## src/design/selt_pkg.sv

```systemverilog
// Package for the shared/exclusive lock table: field widths, codes and the
// structs passed between the sequencer and the slot cells. No dependencies.
package selt_pkg;

  // Fixed field widths of the request and response beats.
  localparam int ACTION_W   = 2;
  localparam int HANDLE_W   = 5;
  localparam int EXT_KEY_W  = 32;
  localparam int STATUS_W   = 2;
  // Slot index width: covers up to 256 slots, though a 5-bit handle names at most 31.
  localparam int SLOT_IDX_W = 8;

  typedef enum logic [ACTION_W-1:0] {
    ACT_ACQUIRE  = 2'd0,
    ACT_RELEASE  = 2'd1,
    ACT_VALIDATE = 2'd2,
    ACT_CHANGE   = 2'd3
  } action_e;

  typedef enum logic [STATUS_W-1:0] {
    ST_OK      = 2'd0,
    ST_INVALID = 2'd1,
    ST_IN_USE  = 2'd2,
    ST_FULL    = 2'd3
  } status_e;

  typedef enum logic [1:0] {
    WR_NONE    = 2'd0,
    WR_ALLOC   = 2'd1,
    WR_RELEASE = 2'd2,
    WR_MODE    = 2'd3
  } wr_op_e;

  typedef enum logic [1:0] {
    S_IDLE   = 2'd0,
    S_LOOKUP = 2'd1,
    S_SCAN   = 2'd2,
    S_DONE   = 2'd3
  } state_e;

  // Scan token that walks down the row of cells, one cell per cycle.
  typedef struct packed {
    logic                  active;
    action_e               action;
    logic                  excl;
    logic                  busy;
    logic                  free_found;
    logic [SLOT_IDX_W-1:0] free_idx;
    logic [SLOT_IDX_W-1:0] tgt_idx;
  } scan_tok_t;

  // Write-back command broadcast to all cells; the addressed one applies it.
  typedef struct packed {
    wr_op_e                op;
    logic [SLOT_IDX_W-1:0] idx;
    logic                  excl;
  } wr_cmd_t;

endpackage

```

## src/design/selt_req_if.sv

```systemverilog
// Request channel of the lock table: valid/ready handshake and request fields.
// Depends on selt_pkg for the field widths.
interface selt_req_if;
  import selt_pkg::*;

  logic                 valid;
  logic                 ready;
  logic [ACTION_W-1:0]  action;
  logic [HANDLE_W-1:0]  handle;
  logic [EXT_KEY_W-1:0] object_key;
  logic                 access_mode;

  modport source (output valid, action, handle, object_key, access_mode, input ready);
  modport sink   (input valid, action, handle, object_key, access_mode, output ready);
endinterface

```

## src/design/selt_rsp_if.sv

```systemverilog
// Response channel of the lock table: valid/ready handshake and result fields.
// Depends on selt_pkg for the field widths.
interface selt_rsp_if;
  import selt_pkg::*;

  logic                 valid;
  logic                 ready;
  logic [STATUS_W-1:0]  status;
  logic [HANDLE_W-1:0]  new_handle;
  logic [EXT_KEY_W-1:0] found_key;

  modport source (output valid, status, new_handle, found_key, input ready);
  modport sink   (input valid, status, new_handle, found_key, output ready);
endinterface

```

## src/design/selt_cell.sv

```systemverilog
// One lock slot of the table: holds valid, key and mode, updates the passing
// scan token and applies write-back commands. Depends on selt_pkg.
module selt_cell #(
  parameter int KEY_BITS = 32,
  parameter int INDEX    = 0
) (
  input  logic                clk,
  input  logic                rst,
  input  selt_pkg::scan_tok_t tok_in,
  input  logic [KEY_BITS-1:0] key_in,
  output selt_pkg::scan_tok_t tok_out,
  output logic [KEY_BITS-1:0] key_out,
  input  selt_pkg::wr_cmd_t   wr,
  input  logic [KEY_BITS-1:0] wr_key,
  output logic                slot_valid,
  output logic                slot_excl,
  output logic [KEY_BITS-1:0] slot_key
);
  import selt_pkg::*;

  localparam logic [SLOT_IDX_W-1:0] MyIdx = SLOT_IDX_W'(INDEX);

  scan_tok_t tok_next;
  logic      hit;
  logic      wr_here;

  assign hit     = slot_valid && (slot_key == key_in);
  assign wr_here = (wr.idx == MyIdx);

  // Fold this slot into the token's conflict and free-slot search.
  always_comb begin
    tok_next = tok_in;
    if (tok_in.active) begin
      case (tok_in.action)
        ACT_ACQUIRE: begin
          if (hit && (slot_excl || tok_in.excl)) tok_next.busy = 1'b1;
          if (!slot_valid && !tok_in.free_found) begin
            tok_next.free_found = 1'b1;
            tok_next.free_idx   = MyIdx;
          end
        end
        ACT_CHANGE: begin
          if (hit && (tok_in.tgt_idx != MyIdx)) tok_next.busy = 1'b1;
        end
        default: ;
      endcase
    end
  end

  // Token stage and slot valid bit.
  always_ff @(posedge clk) begin
    if (rst) begin
      tok_out    <= '0;
      slot_valid <= 1'b0;
    end else begin
      tok_out <= tok_next;
      if (wr_here && wr.op == WR_ALLOC) begin
        slot_valid <= 1'b1;
      end else if (wr_here && wr.op == WR_RELEASE) begin
        slot_valid <= 1'b0;
      end
    end
  end

  // Key stage and slot contents.
  always_ff @(posedge clk) begin
    key_out <= key_in;
    if (wr_here && wr.op == WR_ALLOC) begin
      slot_key  <= wr_key;
      slot_excl <= wr.excl;
    end else if (wr_here && wr.op == WR_MODE) begin
      slot_excl <= wr.excl;
    end
  end

endmodule

```

## src/design/shared_exclusive_lock_table_core.sv

```systemverilog
// Top level of the shared/exclusive lock table: request sequencer, row of
// slot cells and response register. Depends on selt_pkg, selt_req_if,
// selt_rsp_if and selt_cell.
//
// A request passes from acceptance through the lookup state, which reads the
// addressed slot; the scan state, in which the scan token walks the row of
// cells checking keys and finding the lowest free slot and the token at the
// tail is registered to settle the outcome; and the done state, which loads
// the response and writes the slot back. Back in idle the next request is
// taken. One request is in flight at a time; a waiting response does not hold
// off the next request until its own result is ready. The slot valid bits
// clear at reset; root_key resets to zero and is written by cfg_wr_en.
module shared_exclusive_lock_table_core #(
  parameter int LOCK_SLOTS = 16,
  parameter int KEY_BITS   = 32
) (
  input  logic                           clk,
  input  logic                           rst,
  input  logic                           cfg_wr_en,
  input  logic [selt_pkg::EXT_KEY_W-1:0] cfg_wr_data,
  selt_req_if.sink                       req,
  selt_rsp_if.source                     rsp
);
  import selt_pkg::*;

  state_e state, state_next;

  logic [EXT_KEY_W-1:0] root_key;

  // Captured request.
  action_e             req_action;
  logic [HANDLE_W-1:0] req_handle;
  logic [KEY_BITS-1:0] req_key;
  logic                req_excl;

  // Addressed slot, read in the lookup cycle.
  logic                sel_valid, sel_excl;
  logic [KEY_BITS-1:0] sel_key;
  logic                tgt_ok, tgt_excl;
  logic [KEY_BITS-1:0] tgt_key;

  // Chain links and cell state.
  scan_tok_t           tok_head;
  logic [KEY_BITS-1:0] key_head;
  scan_tok_t           tok_link [LOCK_SLOTS+1];
  logic [KEY_BITS-1:0] key_link [LOCK_SLOTS+1];
  logic [LOCK_SLOTS:0] link_active;
  logic                cell_valid [LOCK_SLOTS];
  logic                cell_excl  [LOCK_SLOTS];
  logic [KEY_BITS-1:0] cell_key   [LOCK_SLOTS];

  scan_tok_t fin;
  wr_cmd_t   wr;
  wr_op_e    res_op;
  status_e   res_status;
  logic [HANDLE_W-1:0]  res_handle;
  logic [EXT_KEY_W-1:0] res_key;

  logic inject, capture, out_load;

  logic                 out_valid;
  status_e              out_status;
  logic [HANDLE_W-1:0]  out_handle;
  logic [EXT_KEY_W-1:0] out_key;

  // Configuration register.
  always_ff @(posedge clk) begin
    if (rst) begin
      root_key <= '0;
    end else if (cfg_wr_en) begin
      root_key <= cfg_wr_data;
    end
  end

  // Next-state logic of the sequencer.
  always_comb begin
    state_next = state;
    unique case (state)
      S_IDLE:   if (req.valid) state_next = S_LOOKUP;
      S_LOOKUP: state_next = S_SCAN;
      S_SCAN:   if (tok_link[LOCK_SLOTS].active) state_next = S_DONE;
      S_DONE:   if (!out_valid || rsp.ready) state_next = S_IDLE;
      default:  state_next = S_IDLE;
    endcase
  end

  // Output decode of the sequencer.
  always_comb begin
    req.ready = 1'b0;
    inject    = 1'b0;
    capture   = 1'b0;
    out_load  = 1'b0;
    unique case (state)
      S_IDLE:   req.ready = 1'b1;
      S_LOOKUP: inject = 1'b1;
      S_SCAN:   capture = tok_link[LOCK_SLOTS].active;
      S_DONE:   out_load = !out_valid || rsp.ready;
      default:  ;
    endcase
  end

  always_ff @(posedge clk) begin
    if (rst) begin
      state <= S_IDLE;
    end else begin
      state <= state_next;
    end
  end

  // Request capture.
  always_ff @(posedge clk) begin
    if (req.valid && req.ready) begin
      req_action <= action_e'(req.action);
      req_handle <= req.handle;
      req_key    <= KEY_BITS'(req.object_key);
      req_excl   <= req.access_mode;
    end
  end

  // Read the slot named by the handle; null and out-of-range handles match none.
  always_comb begin
    sel_valid = 1'b0;
    sel_excl  = 1'b0;
    sel_key   = '0;
    for (int i = 0; i < LOCK_SLOTS; i++) begin
      if (int'(req_handle) == i + 1) begin
        sel_valid = cell_valid[i];
        sel_excl  = cell_excl[i];
        sel_key   = cell_key[i];
      end
    end
  end

  always_ff @(posedge clk) begin
    if (inject) begin
      tgt_ok   <= sel_valid;
      tgt_excl <= sel_excl;
      tgt_key  <= sel_key;
    end
  end

  // Head of the chain: a fresh token is launched in the lookup cycle.
  always_ff @(posedge clk) begin
    if (rst) begin
      tok_head <= '0;
    end else begin
      tok_head.active     <= inject;
      tok_head.action     <= req_action;
      tok_head.excl       <= req_excl;
      tok_head.busy       <= 1'b0;
      tok_head.free_found <= 1'b0;
      tok_head.free_idx   <= '0;
      tok_head.tgt_idx    <= SLOT_IDX_W'(req_handle) - SLOT_IDX_W'(1);
    end
  end

  always_ff @(posedge clk) begin
    key_head <= (req_action == ACT_CHANGE) ? sel_key : req_key;
  end

  assign tok_link[0] = tok_head;
  assign key_link[0] = key_head;

  // Row of slot cells.
  for (genvar g = 0; g < LOCK_SLOTS; g++) begin : g_cell
    selt_cell #(
      .KEY_BITS (KEY_BITS),
      .INDEX    (g)
    ) u_cell (
      .clk        (clk),
      .rst        (rst),
      .tok_in     (tok_link[g]),
      .key_in     (key_link[g]),
      .tok_out    (tok_link[g+1]),
      .key_out    (key_link[g+1]),
      .wr         (wr),
      .wr_key     (req_key),
      .slot_valid (cell_valid[g]),
      .slot_excl  (cell_excl[g]),
      .slot_key   (cell_key[g])
    );
  end

  for (genvar g = 0; g <= LOCK_SLOTS; g++) begin : g_active
    assign link_active[g] = tok_link[g].active;
  end

  // Token at the end of the row.
  always_ff @(posedge clk) begin
    if (capture) begin
      fin <= tok_link[LOCK_SLOTS];
    end
  end

  // Outcome of the request and the write-back it needs.
  always_comb begin
    res_status = ST_OK;
    res_handle = '0;
    res_key    = '0;
    res_op     = WR_NONE;
    unique case (req_action)
      ACT_ACQUIRE: begin
        if (fin.busy) begin
          res_status = ST_IN_USE;
        end else if (!fin.free_found) begin
          res_status = ST_FULL;
        end else begin
          res_op     = WR_ALLOC;
          res_handle = HANDLE_W'({1'b0, fin.free_idx} + (SLOT_IDX_W + 1)'(1));
        end
      end
      ACT_RELEASE: begin
        if (req_handle != '0) begin
          if (!tgt_ok) res_status = ST_INVALID;
          else         res_op = WR_RELEASE;
        end
      end
      ACT_VALIDATE: begin
        if (req_handle == '0)  res_key = root_key;
        else if (!tgt_ok)      res_status = ST_INVALID;
        else                   res_key = EXT_KEY_W'(tgt_key);
      end
      ACT_CHANGE: begin
        if (!tgt_ok)                             res_status = ST_INVALID;
        else if (req_excl && !tgt_excl && fin.busy) res_status = ST_IN_USE;
        else                                     res_op = WR_MODE;
      end
      default: ;
    endcase
  end

  // Write-back happens on the same edge the response is loaded.
  always_comb begin
    wr.op   = out_load ? res_op : WR_NONE;
    wr.idx  = (req_action == ACT_ACQUIRE) ? fin.free_idx : fin.tgt_idx;
    wr.excl = req_excl;
  end

  // Response register.
  always_ff @(posedge clk) begin
    if (rst) begin
      out_valid <= 1'b0;
    end else if (out_load) begin
      out_valid <= 1'b1;
    end else if (rsp.ready) begin
      out_valid <= 1'b0;
    end
  end

  always_ff @(posedge clk) begin
    if (out_load) begin
      out_status <= res_status;
      out_handle <= res_handle;
      out_key    <= res_key;
    end
  end

  assign rsp.valid      = out_valid;
  assign rsp.status     = out_status;
  assign rsp.new_handle = out_handle;
  assign rsp.found_key  = out_key;

  // At most one scan token is ever in the row.
  a_one_token: assert property (@(posedge clk) disable iff (rst)
    $countones(link_active) <= 1)
    else $error("more than one scan token in the cell row");

  // The tail of the row only carries a token while the sequencer waits for it.
  a_tail_in_scan: assert property (@(posedge clk) disable iff (rst)
    tok_link[LOCK_SLOTS].active |-> state == S_SCAN)
    else $error("scan token reached the tail outside the scan state");

  // Only a granted request can report a handle.
  a_handle_on_ok: assert property (@(posedge clk) disable iff (rst)
    out_load && res_status != ST_OK |=> rsp.new_handle == '0)
    else $error("handle reported for a failed request");

endmodule
```

## src/flat_wrapper.sv

```systemverilog
// flat-port wrapper written by rule: the top's interface ports become plain ports
module shared_exclusive_lock_table_core_flat import selt_pkg::*;
#(
  parameter int LOCK_SLOTS = 16,
  parameter int KEY_BITS   = 32
)
  (clk, rst, cfg_wr_en, cfg_wr_data, req_valid, req_action, req_handle, req_object_key, req_access_mode, req_ready, rsp_valid, rsp_status, rsp_new_handle, rsp_found_key, rsp_ready);
  selt_req_if req_i ();
  selt_rsp_if rsp_i ();
  input  logic clk;
  input  logic rst;
  input  logic cfg_wr_en;
  input  logic [selt_pkg::EXT_KEY_W-1:0] cfg_wr_data;
  input wire logic [$bits(req_i.valid)-1:0] req_valid;
  input wire logic [$bits(req_i.action)-1:0] req_action;
  input wire logic [$bits(req_i.handle)-1:0] req_handle;
  input wire logic [$bits(req_i.object_key)-1:0] req_object_key;
  input wire logic [$bits(req_i.access_mode)-1:0] req_access_mode;
  output wire logic [$bits(req_i.ready)-1:0] req_ready;
  output wire logic [$bits(rsp_i.valid)-1:0] rsp_valid;
  output wire logic [$bits(rsp_i.status)-1:0] rsp_status;
  output wire logic [$bits(rsp_i.new_handle)-1:0] rsp_new_handle;
  output wire logic [$bits(rsp_i.found_key)-1:0] rsp_found_key;
  input wire logic [$bits(rsp_i.ready)-1:0] rsp_ready;
  assign req_i.valid = req_valid;
  assign req_i.action = req_action;
  assign req_i.handle = req_handle;
  assign req_i.object_key = req_object_key;
  assign req_i.access_mode = req_access_mode;
  assign req_ready = req_i.ready;
  assign rsp_valid = rsp_i.valid;
  assign rsp_status = rsp_i.status;
  assign rsp_new_handle = rsp_i.new_handle;
  assign rsp_found_key = rsp_i.found_key;
  assign rsp_i.ready = rsp_ready;
  shared_exclusive_lock_table_core #(.LOCK_SLOTS(LOCK_SLOTS), .KEY_BITS(KEY_BITS)) u_core (.clk(clk), .rst(rst), .cfg_wr_en(cfg_wr_en), .cfg_wr_data(cfg_wr_data), .req(req_i), .rsp(rsp_i));
endmodule
```

## config.mk

```make
export PLATFORM = sky130hd
export DESIGN_NAME = shared_exclusive_lock_table_core_flat
export DESIGN_NICKNAME = d
export VERILOG_FILES = /design/src/design/selt_pkg.sv /design/src/design/selt_req_if.sv /design/src/design/selt_rsp_if.sv /design/src/design/selt_cell.sv /design/src/design/shared_exclusive_lock_table_core.sv /design/src/flat_wrapper.sv
export SDC_FILE = /design/constraint.sdc
export NUM_CORES = 2
export LEC_CHECK = 0
export ABC_AREA = 1
export BUFFER_PORTS_ARGS = -buffer_cell sky130_fd_sc_hd__buf_4
export CAP_MARGIN = 15
export CORE_MARGIN = 10
export CORE_UTILIZATION = 31
export CTS_CLUSTER_DIAMETER = 60
export DETAILED_ROUTE_END_ITERATION = 16
export PLACE_DENSITY = 0.55
export SYNTH_ARGS = -nofsm -noshare
export SYNTH_HDL_FRONTEND = slang
export SYNTH_SLANG_ARGS = --single-unit
```

## constraint.sdc

```tcl
create_clock -name clk -period 7.7 [get_ports clk]
set_input_delay 1.155 -clock clk [delete_from_list [all_inputs] [get_ports clk]]
set_output_delay 1.155 -clock clk [all_outputs]
set_load 0.03 [all_outputs]
```

==> out/metrics.csv <==
metric,value,unit
outcome,completed,
R2R depth,22,
Core ar.,172000,um2
post-synthesis adder-cell area fraction,0.981,%
GPL Wtd Cong,0.946,
Psw,6180,uW
largest net degree at the start of global routing,117,
GRT Util Overall,17.2,%
Num Clock Sinks,1464,
post-synthesis xor/xnor area fraction,6.69,%
setup bufs post-CTS,0,
Worst Setup End Kind,register,
fill count,16858,
synth-to-layout area growth,16.4,%
Routed WL,170,mm
Syn Nets,5161,
initial core utilization,31.2,%
worst ir drop on vdd,0.000223,V
"Max FO, Critical Path",32,
Clock power frac,35.2,%
antenna-violating nets left,0,
fin crit share,54.8,%
largest family of logic cells by synthesized area,simple AND/OR/NAND/NOR gates,
Pwr Density,333,nW/um2
fin. max-slew vios,0,
HPWL after detailed placement,123,mm
RSZ-0062 raised after global routing,no,
DR WL/cell,22.1,um
total gr overflow,0,
H-tree level count,4,
Sw Ratio,29.8,%
Max Cap Violations,0,
initial antenna violation count,19,
ys flop type,dfxtp_1,
first-iteration detailed-routing DRC count,3907,
Hold Crit Depth,0,
Setup Skew,0.0282,ns
clk_lat worst skew,0.79,ns
CTS tree,done,
I/O Buffers,117,
Vias,35563,
Hold WC Path Type,reg2reg,
sequential share of power,50.7,%
Area after DPL,57400,um2
Pre-Repair DR Iteration Count,6,
post-route setup TNS,0,ns
Avg Synthesized Cell Area,10.6,um2
worst slew pin tran,1.29,ns
top-level I/O count,118,
placed cells,7397,
Int Power,14600,uW
vias per cell,4.64,
Gate power share,14.1,%
Die Y,436,um
global-route wire length before repair,243,mm
CTS clock-pin slew for the worst setup and hold paths,0.06,ns
Num CTS Buffers,146,
DRC viols,0,
Post-Layout Inst Area,62300,um2
total power,20700,uW
worst setup margin,3.48,ns
share of layout cells above drive strength 1,11.0,%
post-CTS sizing,0,
YS warnings,0,
Synth cell types,49,
"Async S/R FF share, synth",0,%
arrival time at the worst endpoint,4.94,ns
Finished Layout Cells,7670,
Tmin final,4.22,ns
Yosys reg bits,1464,
CP Launch Type,register,
die area,190000,um2
mux contribution to synthesized area,0,%
critical setup path kind,reg2reg,
Nets,5354,
Die X-Extent,436,um
post-synthesis sequential area ratio,66.9,%
vias in the first global route,34369,
"Data required, critical path",8.42,ns
Cells after Synth,5042,
"EDFF count, synth",653,
pre-CTS setup slack,3.60,ns
leak pwr,0.0236,uW
# setup viols final,0,
fmax,0.237,GHz
Synth Area in Simple Gates,16.7,%
hold_buf cts,0,
Rel. slew slack,14.3,%
CTS max path bufs,3,
row cnt,152,
Mapped Area,53600,um2
CTS Root Cell,clkbuf_16,
"Hold Violations, Final",0,
Compound-Gate Fraction of Synth Area,3.65,%
[placed cells by master (no fill, tap or decap), types with 5 or more instances in the layout]
master     count
nand2_1     1055
dfxtp_1      811
edfxtp_1     653
inv_1        550
nor2_1       413
xnor2_1      292
nand3_1      229
buf_4        184
o21ai_0      175
clkbuf_16    155
xor2_1       117
or2_2        109
nand4_1       94
a21oi_1       86
nor4_1        61
ha_1          42
nor3_1        41
clkinv_2      30
o21ai_1       28
clkbuf_1      27
clkbuf_8      24
inv_2         17
or2_0         16
clkinv_1      14
nor2_4        13
nor3_2        10
o211ai_1      10
nor2_2         9
o2111ai_1      9
a41oi_1        9
bufinv_16      8
o31ai_1        7
a2111oi_0      6
nand2_2        5
o21bai_1       5
clkinv_8       5
[critical path, stage by stage (launching register included)]
cell and delay (ns):
edfxtp_1 0.42, inv_1 0.12, ha_1 0.24, inv_1 0.07, nor2_2 0.03, buf_4 0.26
nor2_4 0.78, nand2_1 0.10, nand3_1 0.14, o21ai_1 0.10, a21oi_1 0.26, nor2_1 0.16
o21bai_1 0.37, nand2_1 0.14, nand2_1 0.12, nand2_1 0.09, nand4_1 0.14, nand2_1 0.12
nand2_1 0.17, nand2_1 0.08, nand2_1 0.08, nand2_1 0.05, nand2_1 0.07
[kinds of logic after synthesis]
group | count (synthesis)
xor gates and xnor gates | 409
and+or+nand+nor | 2065
AOI/OAI and AO/OA | 351
adders and majority gates | 42
buffers and inverters | 711
DFF | 1464
[routing by layer]
metal / wire length, um / global-route usage (%) / vias to the layer above / share of wire, %
li1: - / - / 16754 / -
met1: 78000 / 24.5 / 17182 / 46
met2: 73200 / 26.1 / 1364 / 43
met3: 12800 / 3.23 / 259 / 7.5
met4: 5700 / 6.14 / 4 / 3.4
met5: 31 / 0 / - / 0.018
[registers in the layout, indices dropped and copies added, names as in the netlist, 9 cells and up]
name	flops
u_core.req_key	32
u_core.g_cell.u_cell.slot_excl	16
u_core.g_cell.u_cell.slot_key	512
u_core.fin	12
u_core.g_cell.u_cell.slot_valid	16
u_core.rsp.found_key	32
u_core.key_head	32
u_core.tgt_key	32
u_core.g_cell.u_cell.tok_out	238
u_core.g_cell.u_cell.key_out	480
u_core.root_key	32
u_core.tok_head	9
[through the flow]
step                hold WS [ns]  util, %
floorplan                  0.331        -
global placement           0.340     33.4
detailed placement         0.341     33.4
CTS                        0.349     36.3
global route               0.354     36.3
finish                     0.344     36.3
[path summary, 6_finish.rpt]
path / slack [ns] / from / endpoint
min reg2reg: 0.34 / u_core.g_cell[13].u_cell.key_out[31] / u_core.g_cell[14].u_cell.key_out[31]
max: 3.48 / u_core.req_handle[0] / u_core.key_head[16]
min: 0.34 / u_core.g_cell[13].u_cell.key_out[31] / u_core.g_cell[14].u_cell.key_out[31]
max reg2reg: 3.48 / u_core.req_handle[0] / u_core.key_head[16]
[synthesized netlist by cell type, types with 16 or more instances]
library cell,n,share of area (%)
xor2_1,117,1.9
nand4_1,94,1.1
dfxtp_1,811,30
nand2_1,1056,7.4
nand3_1,229,2.1
clkbuf_1,106,0.74
inv_1,553,3.9
or2_0,16,0.19
nor3_1,51,0.48
or2_2,109,1.3
ha_1,42,0.98
edfxtp_1,653,37
xnor2_1,292,4.8
a21oi_1,86,0.80
nor2_1,422,3.0
o21ai_0,175,1.6
nor4_1,61,0.71
o21ai_1,28,0.26
buf_2,27,0.25
[final cells by class]
type / instances / area (um2) / share of cell area (%)
inverter: 569 / 2140 / 3.43
clock buffer: 206 / 4310 / 6.92
timing repair buffer: 187 / 1430 / 2.29
antenna: 1 / 2.50 / 0.00402
clock inverter: 66 / 622 / 0.998
multi-input combinational: 2867 / 15100 / 24.2
tap: 2310 / 2890 / 4.64
sequential: 1464 / 35800 / 57.5
[power by group through the flow]
stage / clock network, uW / registers, uW / logic [uW]
floorplan: 0 / 10200 / 1570
global placement: 0 / 10600 / 2890
detailed placement: 0 / 10600 / 2910
CTS: 7390 / 10500 / 2930
global route: 7730 / 10600 / 3150
finish: 7290 / 10500 / 2920
No activity file was read; power rests on OpenSTA's default activity.
